$ cat config.mk
export PLATFORM = sky130hd
export DESIGN_NAME = skip_and_delimiter_tokenizer
export DESIGN_NICKNAME = d
export VERILOG_FILES = /design/src/rtl/sdt_pkg.sv /design/src/rtl/sdt_front.sv /design/src/rtl/sdt_queue.sv /design/src/rtl/sdt_back.sv /design/src/rtl/skip_and_delimiter_tokenizer.sv
export SDC_FILE = /design/constraint.sdc
export NUM_CORES = 1
export LEC_CHECK = 0
export ABC_CLOCK_PERIOD_IN_PS = 10250
export BUFFER_PORTS_ARGS = -buffer_cell sky130_fd_sc_hd__buf_2
export CAP_MARGIN = 20
export CORE_ASPECT_RATIO = 1.4
export CORE_MARGIN = 8
export CORE_UTILIZATION = 46
export DETAILED_ROUTE_END_ITERATION = 8
export HOLD_SLACK_MARGIN = 0.03
export PLACE_DENSITY = 0.65
export SETUP_SLACK_MARGIN = 0.5
export SKIP_LAST_GASP = 1
export SYNTH_ARGS = -nofsm -noshare
export SYNTH_HDL_FRONTEND = slang
export SYNTH_SLANG_ARGS = --single-unit
$ cat constraint.sdc
create_clock -name clk -period 10.25 [get_ports clk]
set_clock_uncertainty 0.2 [all_clocks]
set_input_delay 1.5375 -clock clk [delete_from_list [all_inputs] [get_ports clk]]
set_output_delay 1.5375 -clock clk [all_outputs]
set_load 0.005 [all_outputs]
$ cat src/rtl/sdt_pkg.sv
// Shared types and constants for the skip-and-delimiter tokenizer.
// Used by every module of the block; depends on nothing.
package sdt_pkg;

  localparam int SET_SIZE    = 8;
  localparam int QUEUE_DEPTH = 4;
  localparam int QPTR_W      = $clog2(QUEUE_DEPTH);
  localparam int QCNT_W      = $clog2(QUEUE_DEPTH + 1);
  localparam int ADDR_W      = 6;

  localparam logic [63:0] SKIP_CHARS_RST  = 64'd657696;
  localparam logic [3:0]  SKIP_COUNT_RST  = 4'd3;
  localparam logic [63:0] DELIM_CHARS_RST = 64'd58;
  localparam logic [3:0]  DELIM_COUNT_RST = 4'd1;
  localparam logic [7:0]  MAX_FIELDS_RST  = 8'd16;

  typedef enum logic [2:0] {
    REG_SKIP_CHARS  = 3'd0,
    REG_SKIP_COUNT  = 3'd1,
    REG_DELIM_CHARS = 3'd2,
    REG_DELIM_COUNT = 3'd3,
    REG_MAX_FIELDS  = 3'd4
  } reg_idx_t;

  typedef enum logic {
    OP_CHAR = 1'b0,
    OP_END  = 1'b1
  } op_t;

  typedef enum logic [1:0] {
    KIND_CHAR = 2'd0,
    KIND_END  = 2'd1,
    KIND_DONE = 2'd2
  } kind_t;

  typedef enum logic [3:0] {
    MODE_LEAD  = 4'b0001,
    MODE_FIELD = 4'b0010,
    MODE_GAP   = 4'b0100,
    MODE_RAW   = 4'b1000
  } scan_mode_t;

  typedef struct packed {
    logic       op;
    logic [7:0] ch;
  } char_item_t;

  typedef struct packed {
    kind_t      kind;
    logic [7:0] out_char;
    logic [7:0] field_index;
    logic [7:0] field_total;
    logic       overflow;
    logic       last;
  } tok_item_t;

  typedef struct packed {
    logic [63:0] skip_chars;
    logic [3:0]  skip_count;
    logic [63:0] delim_chars;
    logic [3:0]  delim_count;
    logic [7:0]  max_fields;
  } cfg_t;

  // One queue entry: a single result, or a field end followed by the done result
  typedef struct packed {
    kind_t      kind;
    logic [7:0] out_char;
    logic [7:0] field_index;
    logic [7:0] field_total;
    logic       overflow;
    logic       pair;
  } cmd_t;

endpackage

$ cat src/rtl/sdt_front.sv
// Front end of the tokenizer: accepts characters, matches them against both sets,
// tracks scan mode and field count, and queues result commands. Uses sdt_pkg.
module sdt_front (
  input  logic               clk,
  input  logic               rst,
  input  logic               char_valid,
  output logic               char_stall,
  input  sdt_pkg::char_item_t char_data,
  input  sdt_pkg::cfg_t      cfg,
  input  logic               q_full,
  output logic               q_push,
  output sdt_pkg::cmd_t      q_data
);

  sdt_pkg::scan_mode_t scan_mode, scan_mode_next;
  logic [7:0]          field_counter, field_counter_next;
  logic                accept;
  logic                is_skip, is_delim;
  logic [7:0]          cap;
  logic                at_cap;
  logic                emit;

  function automatic logic in_set(logic [63:0] chars, logic [3:0] count, logic [7:0] c);
    logic hit;
    hit = 1'b0;
    for (int i = 0; i < sdt_pkg::SET_SIZE; i++) begin
      if ((count > 4'(i)) && (chars[8*i +: 8] == c)) begin
        hit = 1'b1;
      end
    end
    return hit;
  endfunction

  assign char_stall = q_full;
  assign accept     = char_valid && !q_full;
  assign is_skip    = in_set(cfg.skip_chars, cfg.skip_count, char_data.ch);
  assign is_delim   = in_set(cfg.delim_chars, cfg.delim_count, char_data.ch);
  assign cap        = (cfg.max_fields == 8'd0) ? 8'd0 : cfg.max_fields - 8'd1;
  assign at_cap     = field_counter >= cap;

  always_comb begin
    scan_mode_next       = scan_mode;
    field_counter_next   = field_counter;
    emit                 = 1'b0;
    q_data               = '0;
    q_data.kind          = sdt_pkg::KIND_CHAR;
    q_data.out_char      = char_data.ch;
    q_data.field_index   = field_counter;
    if (char_data.op == sdt_pkg::OP_END) begin
      emit               = 1'b1;
      q_data.out_char    = 8'd0;
      scan_mode_next     = sdt_pkg::MODE_LEAD;
      field_counter_next = 8'd0;
      if (scan_mode == sdt_pkg::MODE_FIELD || scan_mode == sdt_pkg::MODE_RAW) begin
        // close the open field, then report done
        q_data.kind        = sdt_pkg::KIND_END;
        q_data.pair        = 1'b1;
        q_data.field_total = field_counter + 8'd1;
        q_data.overflow    = (scan_mode == sdt_pkg::MODE_RAW) || at_cap;
      end else begin
        q_data.kind        = sdt_pkg::KIND_DONE;
        q_data.field_index = 8'd0;
        q_data.field_total = field_counter;
      end
    end else begin
      unique case (scan_mode)
        sdt_pkg::MODE_RAW: begin
          emit            = 1'b1;
          q_data.overflow = 1'b1;
        end
        sdt_pkg::MODE_FIELD: begin
          emit = 1'b1;
          if (is_delim || is_skip) begin
            if (at_cap) begin
              q_data.overflow = 1'b1;
              scan_mode_next  = sdt_pkg::MODE_RAW;
            end else begin
              q_data.kind        = sdt_pkg::KIND_END;
              q_data.out_char    = 8'd0;
              field_counter_next = field_counter + 8'd1;
              scan_mode_next     = is_delim ? sdt_pkg::MODE_LEAD : sdt_pkg::MODE_GAP;
            end
          end
        end
        sdt_pkg::MODE_GAP: begin
          if (is_delim) begin
            scan_mode_next = sdt_pkg::MODE_LEAD;
          end else if (!is_skip) begin
            emit           = 1'b1;
            scan_mode_next = sdt_pkg::MODE_FIELD;
          end
        end
        default: begin
          if (is_skip) begin
            emit = 1'b0;
          end else if (is_delim) begin
            emit = 1'b1;
            if (at_cap) begin
              q_data.overflow = 1'b1;
              scan_mode_next  = sdt_pkg::MODE_RAW;
            end else begin
              q_data.kind        = sdt_pkg::KIND_END;
              q_data.out_char    = 8'd0;
              field_counter_next = field_counter + 8'd1;
            end
          end else begin
            emit           = 1'b1;
            scan_mode_next = sdt_pkg::MODE_FIELD;
          end
        end
      endcase
    end
  end

  assign q_push = accept && emit;

  always_ff @(posedge clk) begin
    if (rst) begin
      scan_mode     <= sdt_pkg::MODE_LEAD;
      field_counter <= 8'd0;
    end else if (accept) begin
      scan_mode     <= scan_mode_next;
      field_counter <= field_counter_next;
    end
  end

`ifndef ASSERT_OFF
  // the counter stops at the last slot and never reaches 255
  assert property (@(posedge clk) disable iff (rst) field_counter != 8'hFF)
    else $error("field counter ran past the last slot");
  // the verbatim remainder is only entered when the limit was reached
  assert property (@(posedge clk) disable iff (rst)
    accept && scan_mode != sdt_pkg::MODE_RAW && scan_mode_next == sdt_pkg::MODE_RAW
    |-> at_cap && q_push && q_data.overflow)
    else $error("remainder merge without reaching the field limit");
`endif

endmodule

$ cat src/rtl/sdt_queue.sv
// Short command queue between tokenizer front and back ends.
// Register-based FIFO of sdt_pkg::cmd_t entries; uses sdt_pkg.
module sdt_queue (
  input  logic          clk,
  input  logic          rst,
  input  logic          push,
  input  sdt_pkg::cmd_t push_data,
  output logic          full,
  input  logic          pop,
  output logic          head_valid,
  output sdt_pkg::cmd_t head
);

  sdt_pkg::cmd_t                 entries [sdt_pkg::QUEUE_DEPTH];
  logic [sdt_pkg::QPTR_W-1:0]    wr_ptr, rd_ptr;
  logic [sdt_pkg::QCNT_W-1:0]    count;

  assign full       = count == sdt_pkg::QCNT_W'(sdt_pkg::QUEUE_DEPTH);
  assign head_valid = count != '0;
  assign head       = entries[rd_ptr];

  always_ff @(posedge clk) begin
    if (push) begin
      entries[wr_ptr] <= push_data;
    end
  end

  always_ff @(posedge clk) begin
    if (rst) begin
      wr_ptr <= '0;
      rd_ptr <= '0;
      count  <= '0;
    end else begin
      if (push) begin
        wr_ptr <= (wr_ptr == sdt_pkg::QPTR_W'(sdt_pkg::QUEUE_DEPTH - 1)) ? '0 : wr_ptr + 1'b1;
      end
      if (pop) begin
        rd_ptr <= (rd_ptr == sdt_pkg::QPTR_W'(sdt_pkg::QUEUE_DEPTH - 1)) ? '0 : rd_ptr + 1'b1;
      end
      case ({push, pop})
        2'b10:   count <= count + 1'b1;
        2'b01:   count <= count - 1'b1;
        default: count <= count;
      endcase
    end
  end

`ifndef ASSERT_OFF
  assert property (@(posedge clk) disable iff (rst) push |-> !full)
    else $error("push into a full queue");
  assert property (@(posedge clk) disable iff (rst) pop |-> head_valid)
    else $error("pop from an empty queue");
`endif

endmodule

$ cat src/rtl/sdt_back.sv
// Back end of the tokenizer: drains queued commands into the output register,
// splitting a paired command into field end and done. Uses sdt_pkg.
module sdt_back (
  input  logic              clk,
  input  logic              rst,
  input  logic              head_valid,
  input  sdt_pkg::cmd_t     head,
  output logic              pop,
  output logic              tok_valid,
  input  logic              tok_stall,
  output sdt_pkg::tok_item_t tok_data
);

  logic               load, take, phase;
  sdt_pkg::tok_item_t result;

  assign load = !tok_valid || !tok_stall;
  assign take = load && head_valid;
  assign pop  = take && (!head.pair || phase);

  always_comb begin
    result.kind        = head.kind;
    result.out_char    = head.out_char;
    result.field_index = head.field_index;
    result.field_total = head.field_total;
    result.overflow    = head.overflow;
    result.last        = 1'b1;
    if (head.pair) begin
      if (phase) begin
        // second half: done result
        result.kind        = sdt_pkg::KIND_DONE;
        result.field_index = 8'd0;
      end else begin
        result.field_total = 8'd0;
        result.last        = 1'b0;
      end
    end
  end

  always_ff @(posedge clk) begin
    if (rst) begin
      tok_valid <= 1'b0;
      phase     <= 1'b0;
    end else begin
      if (load) begin
        tok_valid <= head_valid;
      end
      if (take) begin
        phase <= head.pair && !phase;
      end
    end
  end

  always_ff @(posedge clk) begin
    if (take) begin
      tok_data <= result;
    end
  end

`ifndef ASSERT_OFF
  // half of a pair is out: its entry stays at the head until the done goes out
  assert property (@(posedge clk) disable iff (rst) phase |-> head_valid && head.pair)
    else $error("pair split lost its queue entry");
  assert property (@(posedge clk) disable iff (rst)
    tok_valid && tok_data.kind == sdt_pkg::KIND_DONE |-> tok_data.last)
    else $error("done result not marked last");
`endif

endmodule

$ cat src/rtl/skip_and_delimiter_tokenizer.sv
// Top level of the skip-and-delimiter tokenizer: configuration registers and
// the front end, command queue and back end. Uses sdt_pkg, sdt_front, sdt_queue, sdt_back.

// Splits a character stream into fields, one character item per cycle. Bytes of
// the skip set separate fields and are dropped in runs; each byte of the delimiter
// set ends a field, so adjacent delimiters give empty fields. Once the field count
// reaches max_fields - 1, the rest of the string, separators included, is passed
// through as the last field with overflow set. An end-of-string item closes any
// open field and yields a done result carrying the field total. The front end
// takes one item per cycle whenever the four-entry command queue has room; the
// back end emits one result per cycle from its output register while tok_stall is
// low. An end of string that closes a field makes two results, a field end and
// then the done, from one queue entry; every other item makes at most one. An
// accepted item passes through the queue write, then the output register. Config
// lives in 64-bit registers at byte address 8*i: skip_chars, skip_count, delim_chars,
// delim_count, max_fields; write them only while the block is idle.
module skip_and_delimiter_tokenizer (
  input  logic                       clk,
  input  logic                       rst,
  input  logic                       psel,
  input  logic                       penable,
  input  logic                       pwrite,
  input  logic [sdt_pkg::ADDR_W-1:0] paddr,
  input  logic [63:0]                pwdata,
  output logic [63:0]                prdata,
  output logic                       pready,
  input  logic                       char_valid,
  output logic                       char_stall,
  input  sdt_pkg::char_item_t        char_data,
  output logic                       tok_valid,
  input  logic                       tok_stall,
  output sdt_pkg::tok_item_t         tok_data
);

  sdt_pkg::cfg_t     cfg;
  sdt_pkg::reg_idx_t reg_idx;
  logic              wr_en;
  logic              q_push, q_full, q_pop, q_head_valid;
  sdt_pkg::cmd_t     q_data, q_head;

  // Register index comes from the 8-byte word address
  assign reg_idx = sdt_pkg::reg_idx_t'(paddr[5:3]);
  assign pready  = 1'b1;
  assign wr_en   = psel && penable && pwrite;

  always_ff @(posedge clk) begin
    if (rst) begin
      cfg.skip_chars  <= sdt_pkg::SKIP_CHARS_RST;
      cfg.skip_count  <= sdt_pkg::SKIP_COUNT_RST;
      cfg.delim_chars <= sdt_pkg::DELIM_CHARS_RST;
      cfg.delim_count <= sdt_pkg::DELIM_COUNT_RST;
      cfg.max_fields  <= sdt_pkg::MAX_FIELDS_RST;
    end else if (wr_en) begin
      unique case (reg_idx)
        sdt_pkg::REG_SKIP_CHARS:  cfg.skip_chars  <= pwdata;
        sdt_pkg::REG_SKIP_COUNT:  cfg.skip_count  <= pwdata[3:0];
        sdt_pkg::REG_DELIM_CHARS: cfg.delim_chars <= pwdata;
        sdt_pkg::REG_DELIM_COUNT: cfg.delim_count <= pwdata[3:0];
        sdt_pkg::REG_MAX_FIELDS:  cfg.max_fields  <= pwdata[7:0];
        default: ; // drop writes past the register list
      endcase
    end
  end

  // Read back the addressed register, zero-extended
  always_comb begin
    unique case (reg_idx)
      sdt_pkg::REG_SKIP_CHARS:  prdata = cfg.skip_chars;
      sdt_pkg::REG_SKIP_COUNT:  prdata = {60'd0, cfg.skip_count};
      sdt_pkg::REG_DELIM_CHARS: prdata = cfg.delim_chars;
      sdt_pkg::REG_DELIM_COUNT: prdata = {60'd0, cfg.delim_count};
      sdt_pkg::REG_MAX_FIELDS:  prdata = {56'd0, cfg.max_fields};
      default:                  prdata = 64'd0;
    endcase
  end

  // Classify and advance the scan state; hold input while the queue is full
  sdt_front u_front (
    .clk        (clk),
    .rst        (rst),
    .char_valid (char_valid),
    .char_stall (char_stall),
    .char_data  (char_data),
    .cfg        (cfg),
    .q_full     (q_full),
    .q_push     (q_push),
    .q_data     (q_data)
  );

  // Decouple the two sides so each can stall on its own
  sdt_queue u_queue (
    .clk        (clk),
    .rst        (rst),
    .push       (q_push),
    .push_data  (q_data),
    .full       (q_full),
    .pop        (q_pop),
    .head_valid (q_head_valid),
    .head       (q_head)
  );

  // Emit results one per cycle through the output register while tok_stall is low
  sdt_back u_back (
    .clk        (clk),
    .rst        (rst),
    .head_valid (q_head_valid),
    .head       (q_head),
    .pop        (q_pop),
    .tok_valid  (tok_valid),
    .tok_stall  (tok_stall),
    .tok_data   (tok_data)
  );

endmodule

==> flow_summary.toml, run 1 <==
[detailed_routing]
drtPass1Iterations = 5
drt.antenna.violating_nets = 0
drc_errors = 0
drt-vias-per-instance = 5.590
detailroute.via_count = 10920
routed_wl_mm = 38.82
first_iter_violations = 877
routed_wire_length_per_instance_um = 19.88

[synthesis]
async_sr_flop_fraction = 0
synth.cell_area_sq_mm = 0.01461
post-synth-top-area-fraction = 0.2877
postSynthCellCount = 1415
ys_ff_latch = 307
library_cells_used_by_synthesis = 63
synth_area_leaders = "sky130_fd_sc_hd__edfxtp_1 29%, sky130_fd_sc_hd__dfxtp_1 23%, sky130_fd_sc_hd__nand2_1 7.7%"
postSynth.topFlopCell = "sky130_fd_sc_hd__dfxtp_1"
synth_seq_area_share = 0.5166
synth-warning-count = 0
mappedNetlistNets = 1519
synth_edf_count = 140
synth.largest_area_cell = "sky130_fd_sc_hd__edfxtp_1"
synthesis.area_per_instance_sq_um = 10.33

[clock_tree]
clk_latency_ns = 0.56
post_cts_hold_buffer_count = 0
cts_post_setup_buffers_inserted = 0
total_number_of_h_tree_levels = 1
tritoncts = "yes"
cts_num_sinks = 307
cts_buffers = 29
postCtsResizedCells = 0
cts-root-to-sink-buffers = 3
clkTransAtPathRegs_ns = 0.06
clock_tree.root_cell = "sky130_fd_sc_hd__clkbuf_16"

[worst_setup_path]
timing.setup.critical_path_class = "in2reg"
worst-endpoint-arrival_ns = 5.48
cp.required_ns = 10.53
critical_path_peak_fanout = 17
crit_path_end_kind = "flop"
worst_setup_path_start_kind = "primary input"

[place]
post_dp_cell_area_sq_mm = 0.01559
preCtsSetupSlack_ns = 4.481
port_buffers = 176
hpwl_mm = 25.77
place.gp.congestion = 0.8562

[timing]
timing.max_slew.rel_slack = 0.3187
setup-tns-final_ns = 0
final_hold_violating_endpoints = 0
maxClockFrequency_mhz = 192.3
timing.final.ws_setup_ns = 5.049
tightest_slew_ns = 1.008
grt_setup_unrepaired = "no"
slew_viol_final = 0
final_setup_violating_endpoints = 0
final_min_period_over_clock_period = 0.5074
post-route-min-period_ns = 5.201

[grt]
grt_pass1_wl_mm = 59.73
vias_in_the_first_global_route = 10630
global_route.usage.total = 0.1971
initial_antenna_violation_count = 3
grt-ovfl-total = 0
maximum_number_of_pins_on_one_net_before_global_route_repair = 80

[pwr]
powerDensity_mw_per_mm2 = 188.9
vdd_drop_max_uv = 126.3
cellLeakagePower_nw = 6.235

[layout]
layout.nets = 1639
finalInstanceArea_sq_mm = 0.01657
mostFrequentLayoutCell = "sky130_fd_sc_hd__nand2_1"
areaGrowthSynthToFinish_pct = 13.41
antenna_cells = 0
fillerInstances = 2848
drive_above_1_share = 0.1868
layout.cells.most_common_list = "296 x sky130_fd_sc_hd__nand2_1, 175 x sky130_fd_sc_hd__buf_2, 166 x sky130_fd_sc_hd__dfxtp_1, 140 x sky130_fd_sc_hd__edfxtp_1, 136 x sky130_fd_sc_hd__a21oi_1"

[floorplan]
top_level_ports = 181
die_x_um = 166.6
start_util = 0.4652
die_h_um = 226.9
placementRows = 77
placeableCoreArea_sq_mm = 0.03141
dieArea_sq_mm = 0.03780

[run]
drv.max_cap_violation_count = 0

[outcome]
outcome = "complete, no violations"

[min_path]
worst_hold_path_type = "reg2reg"
worst max-delay path: stages:
cell and delay [ns]:
sky130_fd_sc_hd__buf_2 0.48, sky130_fd_sc_hd__xor2_1 0.12, sky130_fd_sc_hd__a2111oi_0 0.56, sky130_fd_sc_hd__nand4_1 0.33, sky130_fd_sc_hd__nand4_2 0.20, sky130_fd_sc_hd__nor3_4 0.09
sky130_fd_sc_hd__o31ai_1 0.64, sky130_fd_sc_hd__nor2_1 0.19, sky130_fd_sc_hd__inv_1 0.11, sky130_fd_sc_hd__ha_1 0.18, sky130_fd_sc_hd__inv_1 0.06, sky130_fd_sc_hd__fa_1 0.37
sky130_fd_sc_hd__xor2_1 0.16, sky130_fd_sc_hd__or3_1 0.32, sky130_fd_sc_hd__a21oi_1 0.14
cells in the mapped netlist, types with 13 or more instances:
master,instances
sky130_fd_sc_hd__o21ai_0,15
sky130_fd_sc_hd__mux4_2,28
sky130_fd_sc_hd__nand2_1,298
sky130_fd_sc_hd__mux2i_1,27
sky130_fd_sc_hd__nor2_1,51
sky130_fd_sc_hd__inv_1,18
sky130_fd_sc_hd__clkbuf_1,66
sky130_fd_sc_hd__nor2b_1,27
sky130_fd_sc_hd__a22o_1,56
sky130_fd_sc_hd__nand3_1,20
sky130_fd_sc_hd__buf_6,17
sky130_fd_sc_hd__xnor2_1,67
sky130_fd_sc_hd__nand4_1,18
sky130_fd_sc_hd__dfxtp_1,167
sky130_fd_sc_hd__buf_1,13
sky130_fd_sc_hd__ha_1,17
sky130_fd_sc_hd__and2_1,26
sky130_fd_sc_hd__xor2_1,73
sky130_fd_sc_hd__edfxtp_1,140
sky130_fd_sc_hd__nor3_1,17
sky130_fd_sc_hd__a21oi_1,136
sky130_fd_sc_hd__nor4_1,14
worst paths after layout:
kind	end	cells past startpoint	start	slack, ns
max	u_queue.count[2]$_SDFFE_PP0P_	15	char_data[3]	5.05
min	u_back.tok_valid$_SDFFE_PP0P_	2	u_back.tok_valid$_SDFFE_PP0P_	0.27
max reg2reg	u_queue.count[2]$_SDFFE_PP0P_	14	cfg[79]$_SDFFE_PP0P_	5.99
min reg2reg	u_back.tok_valid$_SDFFE_PP0P_	2	u_back.tok_valid$_SDFFE_PP0P_	0.27
per-layer routing:
layer	vias up	track usage	part of all wire
met3	61	0.03223	0.052
met4	6	0.06438	0.026
li1	5221	-	-
met1	5279	0.2320	0.40
met5	-	0	0.00067
met2	350	0.3608	0.52
power breakdown:
group	internal, mW	switching [mW]	total [mW]
clock network	0.619	0.472	1.09
logic	0.242	0.311	0.553
registers	1.45	0.0373	1.49
flip-flops by register name, indices dropped and copies added, names as in the netlist, named ones only:
register               count
u_front.field_counter      8
u_back.phase               1
u_back.tok_data           28
u_queue.entries          112
u_queue.wr_ptr             2
cfg                      144
u_queue.rd_ptr             2
u_front.scan_mode          4
u_queue.count              3
u_back.tok_valid           1
stage by stage:
stage	hold WS, ns	cells	power, mW	utilization
finish	0.2716	1953	3.131	0.5276
global route	0.2937	1953	3.271	0.5276
CTS	0.2729	1952	3.149	0.5267
detailed placement	0.2636	1898	2.063	0.4964
global placement	0.2537	1898	2.051	0.4964
floorplan	0.2585	1415	1.873	-
cell families (layout without fill, tap and decap cells):
group                    Yosys count  in the layout  share of synthesized area
buffers and inverters            118            261                    0.03948
other                              1              1                  0.0002567
multiplexers                      59             59                    0.06474
flip-flops                       307            307                     0.5166
XOR/XNOR                         141            141                    0.08504
AND/OR/NAND/NOR                  509            509                     0.1592
AO/OA/AOI/OAI                    262            262                     0.1188
adder cells (fa/ha/maj)           18             18                    0.01593
final cells by class:
cell class / count / area (sq um) / share of cell area
clock inverter: 21 / 210.2 / 0.01269
sequential: 307 / 7548 / 0.4556
multi-input combinational: 990 / 6511 / 0.3930
tap: 395 / 494.2 / 0.02983
clock buffer: 33 / 740.7 / 0.04470
inverter: 19 / 71.32 / 0.004304
timing repair buffer: 188 / 993.5 / 0.05996
Power figures use the tool's default switching activity.
==> inputs of run 2 (changes only) <==
ABC_CLOCK_PERIOD_IN_PS = 4520   (was 10250)
PLACE_DENSITY = 0.67   (was 0.65)
clock period = 4.52 ns   (was 10.25 ns; I/O delays follow)
==> run 2 against run 1 <==
  * Wire length increased by 0.27%
  * Non-clock buffer count increased by 28
  * Via count increased by 0.34%
  * Worst hold slack got worse by 0.12 ns
  * Global-route usage increased by 0.38 points
  * Die area unchanged
  * Cell count increased by 1.4%
  * Clock power increased by 130%
  * Worst setup slack got worse by 4.3 ns
  * Sequential share of layout area decreased by 1.1 points
  * Critical path depth increased by 3
  * Combinational power increased by 130%
==> flow_summary.toml, run 2 (synthesis gave the netlist of run 1 again) <==
[clock_tree]
clock_tree.root_cell = "sky130_fd_sc_hd__clkbuf_16"
clkTransAtPathRegs_ns = 0.06
total_number_of_h_tree_levels = 1
tritoncts = "yes"
cts_buffers = 29
cts_num_sinks = 307
post_cts_hold_buffer_count = 0
clk_latency_ns = 0.56
cts-root-to-sink-buffers = 3

[pwr]
cellLeakagePower_nw = 6.456
seq_power_share = 0.469
power.combinational.fraction = 0.180
power_frac_clock = 0.351
powerDensity_mw_per_mm2 = 424.1
internal_power_mw = 5.355
power.share.switching = 0.2562
vdd_drop_max_uv = 286.2
p_sw_mw = 1.845

[grt]
grt_pass1_wl_mm = 60.97
global_route.usage.total = 0.2008
maximum_number_of_pins_on_one_net_before_global_route_repair = 100
vias_in_the_first_global_route = 11050
grt-ovfl-total = 0
initial_antenna_violation_count = 2

[floorplan]
die_h_um = 226.9
placementRows = 77
top_level_ports = 181
start_util = 0.4652
die_x_um = 166.6
placeableCoreArea_sq_mm = 0.03141
dieArea_sq_mm = 0.03780

[layout]
mostFrequentLayoutCell = "sky130_fd_sc_hd__nand2_1"
max_flop_register = "cfg"
drive_above_1_share = 0.1994
areaGrowthSynthToFinish_pct = 16.19
flip_flop_count_of_the_largest_register_all_copies_and_words_added = 144
finalInstanceArea_sq_mm = 0.01698
biggest_regs = "cfg (144), u_queue.entries (112), u_back.tok_data (28)"
layout.cells.most_common_list = "295 x sky130_fd_sc_hd__nand2_1, 175 x sky130_fd_sc_hd__buf_2, 166 x sky130_fd_sc_hd__dfxtp_1, 140 x sky130_fd_sc_hd__edfxtp_1, 135 x sky130_fd_sc_hd__a21oi_1"
layout.nets = 1667

[timing]
slew_viol_final = 0
timing.max_slew.rel_slack = 0.2755
post-route-min-period_ns = 3.770
grt_setup_unrepaired = "no"
maxClockFrequency_mhz = 265.2
setup-tns-final_ns = 0
final_hold_violating_endpoints = 0
tightest_slew_ns = 1.087
final_setup_violating_endpoints = 0
final_min_period_over_clock_period = 0.8341

[worst_setup_path]
worst-endpoint-arrival_ns = 4.06
crit_path_end_kind = "flop"
timing.setup.critical_path_class = "in2reg"
path_cells = "buf_2 > buf_4 > xnor2_1 > nand4_1 > nor3_1 > buf_4 > nor4_2 > and2b_2 > a211oi_1 > buf_4 > nor2_1 > inv_1 > ha_1 > inv_1 > fa_1 > xor2_1 > or3_1 > a21oi_1"
cp_slowest_stage_delay_ns = 0.36
crit_slowest_cell = "sky130_fd_sc_hd__fa_1"
worst_setup_path_start_kind = "primary input"
reg2reg_depth = 12
cp.required_ns = 4.81
timing.critical_path.mode_cell = "sky130_fd_sc_hd__buf_4"
critical_path_peak_fanout = 9

[detailed_routing]
routed_wire_length_per_instance_um = 19.65
drt.antenna.violating_nets = 0
detailroute.via_count = 10950
drt-vias-per-instance = 5.530
first_iter_violations = 821
routed_wl_mm = 38.93
drtPass1Iterations = 6
drc_errors = 0

[min_path]
hold_path_depth = 3
worst_hold_path_type = "in2reg"

[place]
port_buffers = 176
place.gp.congestion = 0.8683
post_dp_cell_area_sq_mm = 0.01591
hpwl_mm = 26.53

[run]
drv.max_cap_violation_count = 0

[outcome]
outcome = "complete, no violations"
## run 2: power groups by stage
stage / registers, mW / logic, mW / clock network, mW
after floorplan: 3.44 / 0.803 / 0
after global placement: 3.44 / 1.25 / 0
after global routing: 3.41 / 1.43 / 2.67
final: 3.38 / 1.29 / 2.53
after detailed placement: 3.45 / 1.27 / 0
after CTS: 3.39 / 1.28 / 2.58
## run 2: timing repair
| action | in CTS | in global routing |
|---|---|---|
| setup endpoints to repair | 44 | 41 |
| hold endpoints to repair | 0 | 0 |
| setup buffers | 0 | 1 |
| pin swaps | 1 | 1 |
| gates resized for setup | 5 | 4 |
## run 2: cell type report
class	count	area, sq um
antenna	1	2.502
clock inverter	8	116.4
tap	395	494.2
multi-input combinational	990	6548
fill	2838	14430
clock buffer	45	868.3
sequential	307	7548
timing repair buffer	216	1326
inverter	19	71.32
## run 2: critical path: cells and delay by family
family / cells / cell delay (ns)
simple gates: 6 / 1.07
fa+ha+maj: 2 / 0.52
xor+xnor: 2 / 0.30
buf+inv: 6 / 1.11
compound gates: 2 / 0.38
## run 2: worst paths after layout
check	from	end	slack, ns
worst min-delay path	pwdata[17]	cfg[97]$_SDFFE_PP1P_	0.15
worst max register to register	cfg[2]$_SDFFE_PP0P_	u_front.field_counter[1]$_SDFFE_PP0P_	0.81
worst max-delay path	char_data[5]	u_queue.count[2]$_SDFFE_PP0P_	0.75
worst min register to register	u_back.tok_valid$_SDFFE_PP0P_	u_back.tok_valid$_SDFFE_PP0P_	0.27
## run 2: per-layer routing
layer | track usage | part of all wire | vias to the layer above
met4 | 0.08855 | 0.039 | 2
li1 | - | - | 5273
met3 | 0.03153 | 0.056 | 89
met2 | 0.3587 | 0.51 | 367
met1 | 0.2361 | 0.39 | 5223
met5 | 0 | 0.00021 | -
## run 2: stage by stage
step / util / instances / setup WS (ns) / power [mW] / hold WS [ns]
floorplan: - / 1415 / 0.7286 / 4.248 / 0.2585
global placement: 0.5065 / 1924 / 0.2525 / 4.692 / 0.2544
detailed placement: 0.5065 / 1924 / 0.1755 / 4.722 / 0.2623
CTS: 0.5384 / 1977 / 0.5566 / 7.243 / 0.1253
global route: 0.5405 / 1981 / 0.5094 / 7.509 / 0.1495
finish: 0.5405 / 1981 / 0.7498 / 7.199 / 0.1497
==> inputs of run 3 (changes only) <==
ABC_AREA = 1   (was not set)
ABC_CLOCK_PERIOD_IN_PS = 3700   (was 4520)
PLACE_DENSITY = 0.64   (was 0.67)
clock period = 3.7 ns   (was 4.52 ns; I/O delays follow)
==> run 3 against run 2 <==
  * First-iteration DRC count rose by 2.9%
  * Highest routed layer is now met4
  * Die area rose by 2.2%
  * Worst hold slack got worse by 0.099 ns
  * Sequential share of layout area fell by 1.8 points
  * Non-clock buffer count rose by 32
  * Largest power group unchanged
  * Critical path depth rose by 1
  * Global-route usage rose by 2.6 points
  * Critical endpoint is now u_queue.entries[2][24]$_DFFE_PP_
==> flow_summary.toml, run 3 <==
[pwr]
cellLeakagePower_nw = 7.514
power.combinational.fraction = 0.203
design_power_total_mw = 9.196
vdd_drop_max_uv = 316.6
p_sw_mw = 2.653
internal_power_mw = 6.543
power_frac_clock = 0.344
seq_power_share = 0.453
power.share.switching = 0.2885
powerDensity_mw_per_mm2 = 519.8

[worst_setup_path]
rrSetupSlack_ns = 0.67
reg2reg_depth = 19
setup.worst_path.end = "u_queue.entries[2][24]$_DFFE_PP_"
worst-endpoint-arrival_ns = 3.12
cp.required_ns = 3.79
path_cells = "inv_4 > ha_4 > nand2_2 > inv_2 > nand3_4 > nor2_4 > inv_2 > nor2_4 > inv_4 > nand3_4 > ha_4 > a21oi_2 > nor2_2 > a211oi_2 > nand3_2 > inv_2 > nand3_1 > nand3_4 > nor2_1"
timing.rr.end = "u_queue.entries[2][24]$_DFFE_PP_"
timing.setup.critical_path_class = "reg2reg"
crit_path_end_kind = "flop"
crit_slowest_cell = "sky130_fd_sc_hd__dfxtp_2"
cp_slowest_stage_delay_ns = 0.33
worst_setup_path_startpoint = "cfg[1]$_SDFFE_PP0P_"
critical_path_peak_fanout = 8
worstReg2RegStart = "cfg[1]$_SDFFE_PP0P_"
worst_setup_path_start_kind = "flop"

[detailed_routing]
wl_met3_mm = 2.403
drt.antenna.violating_nets = 0
drt-vias-per-instance = 5.422
highest-signal-layer = "met4"
detailroute.via_count = 13180
routed_wire_length_per_instance_um = 18.54
drtPass1Iterations = 5
routed_wl_mm = 45.05
drc_errors = 0
first_iter_violations = 845
wl_met2_mm = 22.86
wl_met1_mm = 17.17

[grt]
global_route.usage.total = 0.2271
initial_antenna_violation_count = 2
grt-ovfl-total = 0
maximum_number_of_pins_on_one_net_before_global_route_repair = 79
vias_in_the_first_global_route = 13050
grt_pass1_wl_mm = 70.06

[clock_tree]
clk_latency_ns = 0.57
tritoncts = "yes"
clkTransAtPathRegs_ns = 0.07
clock_tree.root_cell = "sky130_fd_sc_hd__clkbuf_16"
cts_num_sinks = 307
cts_buffers = 31
total_number_of_h_tree_levels = 1
cts-root-to-sink-buffers = 3

[timing]
timing.final.ws_setup_ns = 0.6715
final_hold_violating_endpoints = 0
final_setup_violating_endpoints = 0
timing.max_slew.rel_slack = 0.5403
grt_setup_unrepaired = "no"
post-route-min-period_ns = 3.029
slew_viol_final = 0
tightest_slew_ns = 0.6888
final_min_period_over_clock_period = 0.8185
maxClockFrequency_mhz = 330.2
setup-tns-final_ns = 0

[synthesis]
yosysMostFrequentCell = "sky130_fd_sc_hd__nand2_1"
synth-warning-count = 0
synth.largest_area_cell = "sky130_fd_sc_hd__edfxtp_1"
library_cells_used_by_synthesis = 49
postSynthCellCount = 1823
synthTopCellsByCount = "327 x sky130_fd_sc_hd__nand2_1, 266 x sky130_fd_sc_hd__nor2_1, 232 x sky130_fd_sc_hd__o21ai_0"
async_sr_flop_fraction = 0
yosys.area_share.xor_xnor = 0.03631
postSynth.topFlopCell = "sky130_fd_sc_hd__dfxtp_1"
synth.cell_area_sq_mm = 0.01495
ys_ff_latch = 307
synth.area.mux_share = 0
synthesis.area_per_instance_sq_um = 8.203
synth_compound_gate_area_share = 0.1591
post-synth-top-area-fraction = 0.2811
post_synth_fa_ha_maj_area_fraction = 0.01556
synthSimpleGateAreaFrac = 0.1997
synth_area_leaders = "sky130_fd_sc_hd__edfxtp_1 28%, sky130_fd_sc_hd__dfxtp_1 22%, sky130_fd_sc_hd__nand2_1 8.2%"
synth_seq_area_share = 0.5047
synth_top_family_by_area = "simple AND/OR/NAND/NOR gates"
mappedNetlistNets = 1927
synth_edf_count = 140

[layout]
mostFrequentLayoutCell = "sky130_fd_sc_hd__nand2_1"
areaGrowthSynthToFinish_pct = 18.30
flip_flop_count_of_the_largest_register_all_copies_and_words_added = 144
max_flop_register = "cfg"
biggest_regs = "cfg (144), u_queue.entries (112), u_back.tok_data (28)"
layout.nets = 2109
drive_above_1_share = 0.1868
layout.core_utilization = 0.5493
layout.cells.most_common_list = "323 x sky130_fd_sc_hd__nand2_1, 254 x sky130_fd_sc_hd__nor2_1, 228 x sky130_fd_sc_hd__o21ai_0, 176 x sky130_fd_sc_hd__buf_2, 168 x sky130_fd_sc_hd__inv_1"

[min_path]
worst_hold_path_type = "in2reg"

[place]
preCtsSetupSlack_ns = 0.1844
hpwl_mm = 31.32
place.gp.congestion = 0.8996
port_buffers = 176

[floorplan]
placeableCoreArea_sq_mm = 0.03221
die_h_um = 229.3
placementRows = 78
top_level_ports = 181
dieArea_sq_mm = 0.03862
start_util = 0.4643
die_x_um = 168.4

[outcome]
outcome = "complete, no violations"

[run]
drv.max_cap_violation_count = 0
[run 3: cell count changes in the layout (fill, tap and decap cells not counted), sizes merged, moves of 44 or more]
cell and change:
inv +171, nand2 +44, nor2 +233, o21ai +228
o22ai +51, xor2 -54
[run 3: timing repair]
| item | in CTS | in global routing |
|---|---|---|
| endpoints found under the hold margin | 21 | 0 |
| hold buffers | 17 | 0 |
| endpoints found under the setup margin | 48 | 53 |
| pin swaps | 3 | 13 |
| buffers inserted | 6 | 3 |
| resized for setup | 5 | 43 |
[run 3: per-layer routing]
| layer | up-vias | track usage |
|---|---|---|
| met3 | 139 | 0.03409 |
| met4 | 0 | 0.1326 |
| met2 | 466 | 0.4123 |
| met1 | 6169 | 0.2461 |
| li1 | 6401 | - |
| met5 | - | 0 |
[run 3: how the worst min path moves through the flow]
stage,start,to,slack (ns),depth (start not counted)
final,pwdata[15],cfg[95]$_SDFFE_PP0P_,0.05,3
after floorplan,u_queue.count[0]$_SDFFE_PP0P_,u_queue.count[0]$_SDFFE_PP0P_,0.22,1
after global placement,u_queue.count[0]$_SDFFE_PP0P_,u_queue.count[0]$_SDFFE_PP0P_,0.24,1
after global routing,pwdata[55],cfg[67]$_SDFFE_PP0P_,0.03,3
after CTS,pwdata[55],cfg[67]$_SDFFE_PP0P_,0.03,3
after detailed placement,u_queue.count[0]$_SDFFE_PP0P_,u_queue.count[0]$_SDFFE_PP0P_,0.25,1
[run 3: cell families (layout without fill, tap and decap cells)]
family	after synthesis	count (layout)
and+or+nand+nor	711	711
buffers and inverters	289	495
xor gates and xnor gates	62	62
other	1	2
AOI/OAI and AO/OA	435	435
DFF	307	307
adders and majority gates	18	18
[run 3: final cells by class]
type | count | area [sq um]
multi-input cells | 1227 | 6316
repair buffers | 248 | 1584
diodes | 1 | 2.502
clock buffers | 39 | 815.8
inverters | 190 | 725.7
well taps | 400 | 500.5
flip-flops and latches | 307 | 7550
fillers | 3011 | 14520
clock inverters | 18 | 196.4
[run 3: critical path, delay by kind of cell (launching register included)]
kind            cells  cell delay [ns]
flops               1             0.33
fa+ha+maj           2             0.35
buf+inv             5             0.36
simple gates       10             1.18
compound gates      2             0.35
[run 3: power groups by stage]
stage / logic (mW) / clock network (mW) / registers [mW]
6_report: 1.86 / 3.17 / 4.17
5_1_grt: 2.09 / 3.35 / 4.20
4_1_cts: 1.87 / 3.21 / 4.17
3_5_place_dp: 1.81 / 0 / 4.24
3_3_place_gp: 1.77 / 0 / 4.23
2_1_floorplan: 1.09 / 0 / 4.25
[run 3: metrics by stage]
stage	std cells	hold slack [ns]	area (sq um)
CTS	2426	0.03051	17520
global placement	2346	0.2382	16260
finish	2430	0.05081	17690
floorplan	1823	0.2223	14960
global route	2429	0.03138	17690
detailed placement	2346	0.2476	16260
